**src/design/utf8_length_and_slice_scanner_assert.svh**
```systemverilog
// ----------------------------------------------------------------------------
// UTF-8 scanner assertion macros
// Concurrent assertion shorthands shared by the scanner's checking code.
// ----------------------------------------------------------------------------
`ifndef UTF8_LENGTH_AND_SLICE_SCANNER_ASSERT_SVH
`define UTF8_LENGTH_AND_SLICE_SCANNER_ASSERT_SVH

// Assertion on an explicit clock and synchronous active-high reset.
`define UTF8LS_ASSERT_CLK(label, clk, rst, prop, msg) \
   label: assert property (@(posedge clk) disable iff (rst) prop) else $error(msg);

// Assertion on the block's own clock and reset.
`define UTF8LS_ASSERT(label, prop, msg) \
   `UTF8LS_ASSERT_CLK(label, clock, reset, prop, msg)

`endif

```
**src/design/utf8ls_pkg.sv**
```systemverilog
// ----------------------------------------------------------------------------
// UTF-8 scanner package
// Shared widths, status codes, transfer structs and the lead byte decoder.
// ----------------------------------------------------------------------------
package utf8ls_pkg;

   localparam int MAX_BYTES = 4096;
   localparam int CNT_W     = 13;
   localparam int CSR_IDX_W = 2;

   localparam logic [CSR_IDX_W-1:0] CSR_SLICE_START = 2'd0;
   localparam logic [CSR_IDX_W-1:0] CSR_SLICE_END   = 2'd1;

   localparam logic [CNT_W-1:0] MAX_COUNT = CNT_W'(MAX_BYTES);

   typedef enum logic [1:0] {
      STATUS_OK       = 2'd0,
      STATUS_INVALID  = 2'd1,
      STATUS_TOO_LONG = 2'd2,
      STATUS_RANGE    = 2'd3
   } status_type;

   typedef struct packed {
      logic [7:0] byte_value;
      logic       last;
   } in_item_type;

   typedef struct packed {
      logic [CNT_W-1:0] char_count;
      status_type       status;
      logic [CNT_W-1:0] slice_offset;
      logic [CNT_W-1:0] slice_bytes;
   } scan_result_type;

   // Size of a code point from its lead byte, 0 for a byte that cannot lead.
   function automatic logic [2:0] lead_size(input logic [7:0] b);
      logic [2:0] size;
      if ((b >= 8'h80 && b <= 8'hC1) || b >= 8'hF5) begin
         size = 3'd0;
      end else if (b[7] == 1'b0) begin
         size = 3'd1;
      end else if ((b & 8'hE0) == 8'hC0) begin
         size = 3'd2;
      end else if ((b & 8'hF0) == 8'hE0) begin
         size = 3'd3;
      end else begin
         size = 3'd4;
      end
      return size;
   endfunction

endpackage

```
**src/design/utf8ls_in_reg.sv**
```systemverilog
// ----------------------------------------------------------------------------
// UTF-8 scanner input register
// Registers one byte transfer and hands it to the scan stage.
// ----------------------------------------------------------------------------
module utf8ls_in_reg (
   input  logic                  clock,
   input  logic                  reset,
   input  logic                  req_valid,
   output logic                  req_ready,
   input  utf8ls_pkg::in_item_type req_item,
   input  logic                  advance,
   output logic                  item_fire,
   output utf8ls_pkg::in_item_type item
);

   logic                    valid_ff;
   utf8ls_pkg::in_item_type item_ff;

   assign req_ready = !valid_ff || advance;
   assign item_fire = valid_ff && advance;
   assign item      = item_ff;

   always_ff @(posedge clock) begin
      if (reset) begin
         valid_ff <= 1'b0;
      end else if (req_ready) begin
         valid_ff <= req_valid;
      end
   end

   always_ff @(posedge clock) begin
      if (req_ready && req_valid) begin
         item_ff <= req_item;
      end
   end

endmodule

```
**src/design/utf8ls_scan.sv**
```systemverilog
// ----------------------------------------------------------------------------
// UTF-8 scanner core
// Holds the per-string counters and forms the result at the end of a string.
// ----------------------------------------------------------------------------
module utf8ls_scan (
   input  logic                               clock,
   input  logic                               reset,
   input  logic                               item_fire,
   input  utf8ls_pkg::in_item_type            item,
   input  logic [utf8ls_pkg::CNT_W-1:0]       slice_start,
   input  logic [utf8ls_pkg::CNT_W-1:0]       slice_end,
   output logic                               res_valid,
   output utf8ls_pkg::scan_result_type        result
);

   localparam int W = utf8ls_pkg::CNT_W;

   logic [1:0]             skip_left_ff, skip_left_in;
   logic [W-1:0]           code_points_ff, code_points_in;
   logic [W-1:0]           byte_index_ff, byte_index_in;
   utf8ls_pkg::status_type error_code_ff, error_code_in;
   logic [W-1:0]           start_offset_ff, start_offset_in;
   logic [W-1:0]           end_offset_ff, end_offset_in;
   logic                   end_seen_ff, end_seen_in;
   logic                   draining_ff, draining_in;

   logic       done;
   logic [2:0] size;
   logic [W-1:0] stop;

   always_comb begin
      skip_left_in    = skip_left_ff;
      code_points_in  = code_points_ff;
      byte_index_in   = byte_index_ff;
      error_code_in   = error_code_ff;
      start_offset_in = start_offset_ff;
      end_offset_in   = end_offset_ff;
      end_seen_in     = end_seen_ff;
      draining_in     = draining_ff;
      done            = 1'b0;
      res_valid       = 1'b0;
      size            = utf8ls_pkg::lead_size(item.byte_value);
      stop            = '0;
      result          = '{char_count: '0, status: utf8ls_pkg::STATUS_OK,
                          slice_offset: '0, slice_bytes: '0};

      if (item_fire && draining_ff) begin
         // drop bytes after an early end, up to the flagged last one
         if (item.last) begin
            draining_in = 1'b0;
         end
      end else if (item_fire) begin
         done = item.last;
         if (skip_left_ff != 2'd0) begin
            skip_left_in = skip_left_ff - 2'd1;
            if (byte_index_ff < utf8ls_pkg::MAX_COUNT) begin
               byte_index_in = byte_index_ff + W'(1);
            end
         end else if (item.byte_value == 8'h00) begin
            done = 1'b1;
         end else if (byte_index_ff >= utf8ls_pkg::MAX_COUNT) begin
            error_code_in = utf8ls_pkg::STATUS_TOO_LONG;
            done          = 1'b1;
         end else if (size == 3'd0) begin
            error_code_in = utf8ls_pkg::STATUS_INVALID;
            done          = 1'b1;
         end else begin
            if (code_points_ff == slice_start) begin
               start_offset_in = byte_index_ff;
            end
            if (code_points_ff == slice_end) begin
               end_offset_in = byte_index_ff;
               end_seen_in   = 1'b1;
            end
            if (code_points_ff < utf8ls_pkg::MAX_COUNT) begin
               code_points_in = code_points_ff + W'(1);
            end
            byte_index_in = byte_index_ff + W'(1);
            skip_left_in  = 2'(size - 3'd1);
         end

         if (done) begin
            res_valid         = 1'b1;
            result.char_count = code_points_in;
            if (error_code_in != utf8ls_pkg::STATUS_OK) begin
               result.status = error_code_in;
            end else if (slice_start > code_points_in || slice_end > code_points_in ||
                         slice_start > slice_end) begin
               result.status = utf8ls_pkg::STATUS_RANGE;
            end else if (slice_start != slice_end) begin
               stop                = end_seen_in ? end_offset_in : byte_index_in;
               result.slice_offset = start_offset_in;
               result.slice_bytes  = (stop >= start_offset_in) ?
                                     stop - start_offset_in : '0;
            end
            // clear the run; wait for the last flag after an early end
            skip_left_in    = '0;
            code_points_in  = '0;
            byte_index_in   = '0;
            error_code_in   = utf8ls_pkg::STATUS_OK;
            start_offset_in = '0;
            end_offset_in   = '0;
            end_seen_in     = 1'b0;
            draining_in     = !item.last;
         end
      end
   end

   always_ff @(posedge clock) begin
      if (reset) begin
         skip_left_ff    <= '0;
         code_points_ff  <= '0;
         byte_index_ff   <= '0;
         error_code_ff   <= utf8ls_pkg::STATUS_OK;
         start_offset_ff <= '0;
         end_offset_ff   <= '0;
         end_seen_ff     <= 1'b0;
         draining_ff     <= 1'b0;
      end else begin
         skip_left_ff    <= skip_left_in;
         code_points_ff  <= code_points_in;
         byte_index_ff   <= byte_index_in;
         error_code_ff   <= error_code_in;
         start_offset_ff <= start_offset_in;
         end_offset_ff   <= end_offset_in;
         end_seen_ff     <= end_seen_in;
         draining_ff     <= draining_in;
      end
   end

endmodule

```
**src/design/utf8_length_and_slice_scanner.sv**
```systemverilog
// ----------------------------------------------------------------------------
// UTF-8 length and slice scanner
// Counts code points of a byte stream and locates a code point slice in it.
// ----------------------------------------------------------------------------
// Timing: the byte that ends a string passes the input register, then the
//   result register, before its result appears on rsp.
// Throughput: one byte per cycle, set by the single-pass scan stage; a result
//   waiting on rsp stalls the input register only while rsp_ready is low.
// Reset: synchronous, active high; clears the run state, the pipeline valid
//   bits and both slice registers to zero.
module utf8_length_and_slice_scanner (
   input  logic                              clock,
   input  logic                              reset,
   input  logic                              req_valid,
   output logic                              req_ready,
   input  logic [7:0]                        req_byte_value,
   input  logic                              req_last,
   output logic                              rsp_valid,
   input  logic                              rsp_ready,
   output logic [utf8ls_pkg::CNT_W-1:0]      rsp_char_count,
   output logic [1:0]                        rsp_status,
   output logic [utf8ls_pkg::CNT_W-1:0]      rsp_slice_offset,
   output logic [utf8ls_pkg::CNT_W-1:0]      rsp_slice_bytes,
   input  logic                              csr_valid,
   output logic                              csr_ready,
   input  logic [utf8ls_pkg::CSR_IDX_W-1:0]  csr_index,
   input  logic [utf8ls_pkg::CNT_W-1:0]      csr_data
);

   `include "utf8_length_and_slice_scanner_assert.svh"

   // Slice registers: the user must write them only while the block is idle; the block does not enforce it.
   logic [utf8ls_pkg::CNT_W-1:0] slice_start_ff;
   logic [utf8ls_pkg::CNT_W-1:0] slice_end_ff;

   // Result register: holds one finished result until its transfer.
   logic                        rsp_valid_ff;
   utf8ls_pkg::scan_result_type rsp_data_ff;

   logic                        out_free;
   logic                        item_fire;
   utf8ls_pkg::in_item_type     req_item;
   utf8ls_pkg::in_item_type     item;
   logic                        res_valid;
   utf8ls_pkg::scan_result_type result;

   // The scan stage advances whenever the result register can take a result,
   // so a byte that ends a string never overwrites one still waiting.
   assign out_free  = !rsp_valid_ff || rsp_ready;
   assign csr_ready = 1'b1;

   assign req_item.byte_value = req_byte_value;
   assign req_item.last       = req_last;

   utf8ls_in_reg u_in_reg (
      .clock     (clock),
      .reset     (reset),
      .req_valid (req_valid),
      .req_ready (req_ready),
      .req_item  (req_item),
      .advance   (out_free),
      .item_fire (item_fire),
      .item      (item)
   );

   utf8ls_scan u_scan (
      .clock       (clock),
      .reset       (reset),
      .item_fire   (item_fire),
      .item        (item),
      .slice_start (slice_start_ff),
      .slice_end   (slice_end_ff),
      .res_valid   (res_valid),
      .result      (result)
   );

   // Configuration writes; indexes beyond the register list are dropped.
   always_ff @(posedge clock) begin
      if (reset) begin
         slice_start_ff <= '0;
         slice_end_ff   <= '0;
      end else if (csr_valid && csr_ready) begin
         unique case (csr_index)
            utf8ls_pkg::CSR_SLICE_START: slice_start_ff <= csr_data;
            utf8ls_pkg::CSR_SLICE_END:   slice_end_ff   <= csr_data;
            default: ;
         endcase
      end
   end

   // Load a new result when free, otherwise hold until its transfer.
   always_ff @(posedge clock) begin
      if (reset) begin
         rsp_valid_ff <= 1'b0;
      end else if (out_free) begin
         rsp_valid_ff <= res_valid;
      end
   end

   always_ff @(posedge clock) begin
      if (out_free && res_valid) begin
         rsp_data_ff <= result;
      end
   end

   assign rsp_valid        = rsp_valid_ff;
   assign rsp_char_count   = rsp_data_ff.char_count;
   assign rsp_status       = rsp_data_ff.status;
   assign rsp_slice_offset = rsp_data_ff.slice_offset;
   assign rsp_slice_bytes  = rsp_data_ff.slice_bytes;

   // A fault or range status never carries slice fields.
   `UTF8LS_ASSERT(a_fault_no_slice, rsp_valid && rsp_status != utf8ls_pkg::STATUS_OK |-> rsp_slice_offset == '0 && rsp_slice_bytes == '0, "slice fields set on a non-ok result")
   // The scan stage never produces a result while a waiting one is stalled.
   `UTF8LS_ASSERT(a_no_overrun, rsp_valid && !rsp_ready |-> !res_valid, "result produced while result register is stalled")
   // The input side stalls only behind a stalled result with a byte held.
   `UTF8LS_ASSERT(a_stall_cause, !req_ready |-> rsp_valid && !rsp_ready, "input stalled without a stalled result")
   // A completed string leaves a result on rsp in the next cycle.
   `UTF8LS_ASSERT(a_result_lands, res_valid |=> rsp_valid, "result lost before the result register")

endmodule

```
**config.mk**
```make
export PLATFORM = sky130hd
export DESIGN_NAME = utf8_length_and_slice_scanner
export DESIGN_NICKNAME = d
export VERILOG_FILES = /design/src/design/utf8ls_pkg.sv /design/src/design/utf8ls_in_reg.sv /design/src/design/utf8ls_scan.sv /design/src/design/utf8_length_and_slice_scanner.sv
export VERILOG_INCLUDE_DIRS = /design/src /design/src/design
export SDC_FILE = /design/constraint.sdc
export NUM_CORES = 1
export LEC_CHECK = 0
export ABC_AREA = 1
export BUFFER_PORTS_ARGS = -buffer_cell sky130_fd_sc_hd__buf_2
export CAP_MARGIN = 20
export CORE_UTILIZATION = 26
export CTS_BUF_LIST = sky130_fd_sc_hd__clkbuf_4
export DETAILED_ROUTE_END_ITERATION = 6
export MAX_ROUTING_LAYER = met4
export SLEW_MARGIN = 5
export SYNTH_ARGS = -nofsm -noshare
export SYNTH_HDL_FRONTEND = slang
export SYNTH_SLANG_ARGS = --single-unit
```
**constraint.sdc**
```tcl
create_clock -name clock -period 5.4 [get_ports clock]
set_input_delay 0.54 -clock clock [delete_from_list [all_inputs] [get_ports clock]]
set_output_delay 0.54 -clock clock [all_outputs]
set_load 0.005 [all_outputs]
```
Yosys cells after proc, flatten, opt, wreduce, memory -nomap -nowiden
Index checks and enable logic that the tools add are counted.
{ "op_classes": {"addsub": 5, "order_cmp": 10, "eq_ne": 10, "muxes": 72, "bitwise_logic": 5, "reduce_logical": 28} }
{ "ops": {"columns": ["cell", "count"], "rows": [
  ["$mux W13", 33],
  ["$gt A13 B13 Y1", 3],
  ["$mux W2", 14],
  ["$add A13 B1 Y13 const B", 2],
  ["$eq A13 B13 Y1", 2],
  ["$lt A13 B13 Y1 const B", 2],
  ["$mux W1", 21],
  ["$ge A8 B8 Y1 const B", 2],
  ["$ge A13 B13 Y1", 1],
  ["$ge A13 B13 Y1 const B", 1],
  ["$ne A13 B13 Y1", 1],
  ["$sub A13 B13 Y13", 1],
  ["$mux W3", 4],
  ["$ne A3 B2 Y1 const B", 3],
  ["$le A8 B8 Y1 const B", 1],
  ["$logic_not A8 Y1", 1],
  ["$reduce_bool A2 Y1", 4],
  ["$reduce_or A7 Y1", 1],
  ["$reduce_and A2 Y1", 3],
  ["$reduce_or A6 Y1", 1],
  ["$logic_and A1 B1 Y1", 5],
  ["$logic_or A1 B1 Y1", 5],
  ["$not A1 Y1", 5],
  ["$reduce_and A5 Y1", 1],
  ["other kinds (10)", 13]
]} }
{ "totals": {"regBits": 136, "out_inout_bits": 44, "word_cells": 148} }

Logic depth before layout (Yosys ltp)
{ "logic_depth": {"depth_word": 17, "depth_mapped": 24} }

Hierarchy
From an unflattened synthesis, not the netlist that was laid out.
{ "unflattened": {"cells_unflattened": 1226, "hier_area_um2": 8826.0} }
{ "modules_own_cells": {"columns": ["module", "n_inst", "cells_each", "area_per_inst_um2", "seq_area_each_um2"], "rows": [
  ["utf8ls_scan", 1, 991, 6074.6, 1161.1],
  ["utf8_length_and_slice_scanner", 1, 218, 2426.1, 1771.7],
  ["utf8ls_in_reg", 1, 17, 325.3, 290.3]
]} }

Worst setup path before layout
No wires, ideal clock.
{ "synth_timing": {"kind": "register to register", "start": "register u_scan.code_points_ff[4]", "end": "register rsp_data_ff, in the netlist rsp_slice_bytes[3] (data pin)", "setup_ns": 0.256, "arrival_ns": 2.958, "slack_ns": 2.187, "path_stages_with_launch": 19, "path_buffers": 3, "period_less_slack_ns": 3.213, "path_cell_list": "dfxtp_1 clkbuf_1 xnor2_1 nand3_1 nor3_4 nand2_1 nand2_1 inv_1 buf_2 nand2_1 nand2_1 ha_1 a21oi_1 nand2_1 a21boi_0 o211ai_1 nand4_4 buf_6 nor2_1"} }
{ "synth_via": {"elab_chain_cells": 12, "word_cells_on_any_way": 41, "cone_classes": "2 x add/sub; 4 x order compare; 2 x eq/ne; 29 x mux; 1 x bitwise; 3 x reduce/logical"} }
{ "synth_lines": {"columns": ["element", "line_no", "rtl"], "rows": [
  ["start: declaration", "utf8ls_scan.sv:19", "logic [W-1:0] code_points_ff, code_points_in;"],
  ["start signal: assignment", "utf8ls_scan.sv:121", "code_points_ff <= code_points_in;"],
  ["$add A13 B1 Y13, or another cell as far along", "utf8ls_scan.sv:76", "code_points_in = code_points_ff + W'(1);"],
  ["$mux W13, or another cell as far along", "utf8ls_scan.sv:75", "if (code_points_ff < utf8ls_pkg::MAX_COUNT) begin"],
  ["$mux W13 or $mux W1 (tied branches)", "utf8ls_scan.sv:64", "end else if (size == 3'd0) begin"],
  ["$mux W13 or $mux W1 (tied branches)", "utf8ls_scan.sv:61", "end else if (byte_index_ff >= utf8ls_pkg::MAX_COUNT) begin"],
  ["$mux W13 or $mux W1 (tied branches)", "utf8ls_scan.sv:59", "end else if (item.byte_value == 8'h00) begin"],
  ["$mux W13 or $mux W1 (tied branches)", "utf8ls_scan.sv:54", "if (skip_left_ff != 2'd0) begin"],
  ["$mux W13 or $mux W1 (tied branches)", "utf8ls_scan.sv:52", "end else if (item_fire) begin"],
  ["$mux W13 or $mux W1 (tied branches)", "utf8ls_scan.sv:47", "if (item_fire && draining_ff) begin"],
  ["$gt A13 B13 Y1 or $mux W13 (tied branches)", "utf8ls_scan.sv:87, utf8ls_scan.sv:91", null],
  ["$logic_or A1 B1 Y1 or $ge A13 B13 Y1 (tied branches)", "utf8ls_scan.sv:87, utf8ls_scan.sv:93", null],
  ["$logic_or A1 B1 Y1 or $not A1 Y1 (tied branches)", null, null],
  ["$reduce_or A7 Y1 (no line)", null, null],
  ["end signal: assignment", "utf8_length_and_slice_scanner.sv:102", "rsp_data_ff <= result;"],
  ["end: declaration", "utf8_length_and_slice_scanner.sv:38", "utf8ls_pkg::scan_result_type rsp_data_ff;"]
]} }
Parallel ways exist; a longest one is shown, timed or not. The select of a mux whose other input is x is not followed.
A chain may end at the register's enable or synchronous reset.

Worst setup path after layout
{ "layout_timing": {"start": "register u_in_reg.item_ff, in the netlist u_in_reg.item[6]", "end": "register rsp_data_ff, in the netlist rsp_slice_bytes[12] (data pin)"} }
{ "layout_via": {"elab_chain_cells": 16, "word_cells_on_any_way": 66, "cone_classes": "1 x add/sub; 6 x order compare; 2 x eq/ne; 47 x mux; 2 x bitwise; 8 x reduce/logical"} }
{ "layout_lines": {"columns": ["element", "line_no", "rtl"], "rows": [
  ["start: declaration", "utf8ls_in_reg.sv:17", "utf8ls_pkg::in_item_type item_ff;"],
  ["start signal: assignment", "utf8ls_in_reg.sv:33", "item_ff <= req_item;"],
  ["parallel branches: the longest is 16 deep, another holds $ge A8 B8 Y1", null, null]
]} }
Several ways; the timed one is not identified. The select of a mux whose other input is x is not followed.

==> impl_metrics.yaml <==
outcome:
  outcome: "finished with violations"
  violations: "DRC"
sta:
  maxSlewViolCount: 0
  finalHoldViolations: 0
  skew_ps: 28.2
  setup_viol: 0
  worst_slew_pin_slew_ps: 1100
  period_needed_ps: 4230
  timing.final.crit_share: 0.783
  fmax_mhz: 237
  setup_tns_ps: 0
  whs_ps: 114
  slew-limit-headroom: 0.268
  rsz0062_at_grt: "no"
clocking:
  cts_tree: "built"
  insertion_delay_ps: 590
  ctsHoldBuffers: 0
  cts-resized-gates: 0
  root_buffer: "clkbuf_4"
  path_clk_slew_ps: 130
  cts_buffers: 17
  clock_sinks: 136
  post_cts_buffers: 0
  cts_buffer_depth: 2
  htreeDepth: 4
critical_path:
  crit_arrival_ps: 4580
  cp-end-kind: "flop"
  cp.required_ps: 5750
  crit_type: "flop to flop"
  worst_r2r_path_depth: 19
  crit_top_cell: "nand2_1"
  cp_max_fo: 14
  timing.rr.start: "u_in_reg.item[6]$_DFFE_PP_"
  start_kind: "flop"
  crit_start: "u_in_reg.item[6]$_DFFE_PP_"
  cp_slowest_stage_delay_ps: 440
  reg2reg_to: "rsp_slice_bytes[12]$_SDFFCE_PP0P_"
  crit_family: "simple AND/OR/NAND/NOR gates"
  r2r_slack_ps: 1170
  path_cells: "nor2_1 -> nand3_1 -> nand2_1 -> nand2_1 -> nand2_2 -> nor3_4 -> buf_4 -> nand2_1 -> nand2_1 -> inv_1 -> nand2_1 -> nand2_1 -> ha_1 -> a21oi_1 -> nand2_1 -> a21boi_0 -> o211ai_1 -> nand4_4 -> nor2_1"
  cp_num_buf_inv: 2
  slowest_stage: "edfxtp_1"
synth:
  synth-seq-cells: 136
  syn_inst: 1099
  mappedNetlistArea_mm2: 0.00819
  synth_cell_types: 42
  syn_nets: 1185
  yosys_warnings: 0
  synth_seq_area_share: 0.393
  syn_avg_cell_area_um2: 7.46
floorplan:
  dieArea_mm2: 0.0322
  num_io_pins: 73
  start_util: 0.266
  core-area_mm2: 0.0308
  die_x_um: 180
  die_height_um: 180
  num_rows: 64
power_and_ir_drop:
  leakagePower_nw: 3.79
  powerDensity_mw_per_mm2: 271
  ir_drop_mv: 0.115
  power.total_mw: 2.49
min_path:
  hold_depth: 1
  hold_start: "req_last"
  hp-class: "input port to flop"
  worstHoldEndpoint: "u_in_reg.item[0]$_DFFE_PP_"
global_route:
  antenna_found_initial: 1
  grt_pass1_vias: 6805
  grt_overflow: 0
  grt_usage: 0.147
  grt_max_degree: 59
  grt_pass1_wl_um: 36600
routing:
  vias: 7298
  vias_per_cell: 4.68
  firstDrtPassIters: 7
  wl_per_cell_um: 14.2
  routed_wl_um: 22200
  drtIter0Drc: 694
  route.detailed.drc: 4
  ant_nets: 0
placed_design:
  dp_hpwl_um: 16700
  gp_congestion: 0.891
  port_buffers: 71
  place_area_mm2: 0.00889
cells_and_area:
  drive_above_1_share: 0.111
  nNetsFinal: 1235
  area_delta_synth_final_pct: 12.1
  stdcell_area_mm2: 0.00919
flow_run:
  maxCapViolCount: 0
-- kinds of logic after synthesis --
group	after synthesis	synth area share
other	1	0.000458
AOI/OAI and AO/OA	180	0.116
and+or+nand+nor	504	0.270
buffers and inverters	176	0.0843
xor gates and xnor gates	45	0.0481
adders and majority gates	57	0.0880
DFF	136	0.393
-- area by class of cell --
cell class                 count  area, um2
sequential                   136       3220
antenna                        1       2.50
multi-input combinational    787       4280
clock inverter                13        154
timing repair buffer          77        400
inverter                     130        488
fill                        3349      21600
clock buffer                  19        143
tap                          396        495
-- placed cells by master (no fill, tap or decap), types with 28 or more instances in the layout --
| cell | Yosys | routed |
|---|---|---|
| nand3_1 | 103 | 103 |
| dfxtp_1 | 86 | 86 |
| edfxtp_1 | 50 | 50 |
| nor2_1 | 118 | 118 |
| ha_1 | 56 | 56 |
| o21ai_0 | 50 | 50 |
| inv_1 | 125 | 124 |
| nand2_1 | 234 | 234 |
| xnor2_1 | 28 | 28 |
| a21oi_1 | 109 | 109 |
| buf_2 | 15 | 71 |
-- report_power, final --
group,switching (mW),total (mW),leakage (nW),internal (mW)
clock,0.410,0.737,0.158,0.328
sequential,0.0241,1.12,1.16,1.10
combinational,0.422,0.635,2.47,0.213
total,0.855,2.49,3.79,1.64
-- metal layers --
layer,part of all wire,GRT usage
met1,0.50,0.202
met5,0,-
met4,0.015,0.0452
met3,0.049,0.0237
met2,0.43,0.219
-- Yosys cell counts --
cell type | instances | area [um2]
a211oi_1 | 1 | 7.51
a21boi_0 | 1 | 7.51
a21o_1 | 1 | 7.51
a21oi_1 | 109 | 546
a22oi_1 | 1 | 7.51
a31oi_1 | 2 | 12.5
buf_1 | 2 | 7.51
buf_2 | 15 | 75.1
buf_4 | 1 | 7.51
buf_6 | 1 | 11.3
clkbuf_1 | 27 | 101
conb_1 | 1 | 3.75
dfxtp_1 | 86 | 1720
edfxtp_1 | 50 | 1500
fa_1 | 1 | 20.0
ha_1 | 56 | 701
inv_1 | 125 | 469
inv_2 | 5 | 18.8
nand2_1 | 234 | 878
nand2_2 | 5 | 31.3
nand3_1 | 103 | 515
nand3_2 | 2 | 20.0
nand3b_1 | 1 | 7.51
nand4_1 | 19 | 119
nand4_2 | 1 | 12.5
nand4_4 | 2 | 42.5
nor2_1 | 118 | 443
nor2_2 | 2 | 12.5
nor2_4 | 1 | 11.3
nor2_8 | 1 | 20.0
nor3_1 | 9 | 45.0
nor3_2 | 1 | 10.0
nor3_4 | 1 | 16.3
nor4_1 | 3 | 18.8
o2111ai_1 | 1 | 8.76
o211ai_1 | 5 | 37.5
o21a_1 | 2 | 15.0
o21ai_0 | 50 | 250
o21bai_1 | 7 | 52.6
or2_2 | 1 | 6.26
xnor2_1 | 28 | 245
xor2_1 | 17 | 149
-- registers in the layout, indices dropped and copies added (netlist names) --
| signal | count |
|---|---|
| rsp_char_count | 13 |
| u_scan.error_code_ff | 2 |
| u_scan.skip_left_ff | 2 |
| rsp_slice_offset | 13 |
| slice_end_ff | 13 |
| u_scan.end_offset_ff | 13 |
| u_scan.code_points_ff | 13 |
| u_in_reg.item | 9 |
| rsp_status | 2 |
| slice_start_ff | 13 |
| u_scan.draining_ff | 1 |
| u_in_reg.valid_ff | 1 |
| u_scan.start_offset_ff | 13 |
| rsp_valid | 1 |
| u_scan.end_seen_ff | 1 |
| u_scan.byte_index_ff | 13 |
| rsp_slice_bytes | 13 |
-- through the flow --
| stage | utilization | std cells | setup WS, ps |
|---|---|---|---|
| final | 0.298 | 1559 | 1170 |
| after global routing | 0.298 | 1559 | 731 |
| after global placement | 0.288 | 1526 | 1280 |
| after detailed placement | 0.288 | 1526 | 1190 |
| after floorplan | - | 1099 | 2190 |
| after CTS | 0.298 | 1558 | 1180 |
-- worst max-delay path by stage --
stage                                                    to  cells past startpoint  slack [ps]
after floorplan            rsp_slice_bytes[3]$_SDFFCE_PP0P_                     18        2190
after global placement     rsp_slice_bytes[9]$_SDFFCE_PP0P_                     19        1280
after detailed placement  rsp_slice_bytes[12]$_SDFFCE_PP0P_                     19        1190
after CTS                 rsp_slice_bytes[12]$_SDFFCE_PP0P_                     19        1180
after global routing       rsp_slice_bytes[3]$_SDFFCE_PP0P_                     19         730
final                     rsp_slice_bytes[12]$_SDFFCE_PP0P_                     19        1170
Power figures use the tool's default switching activity.
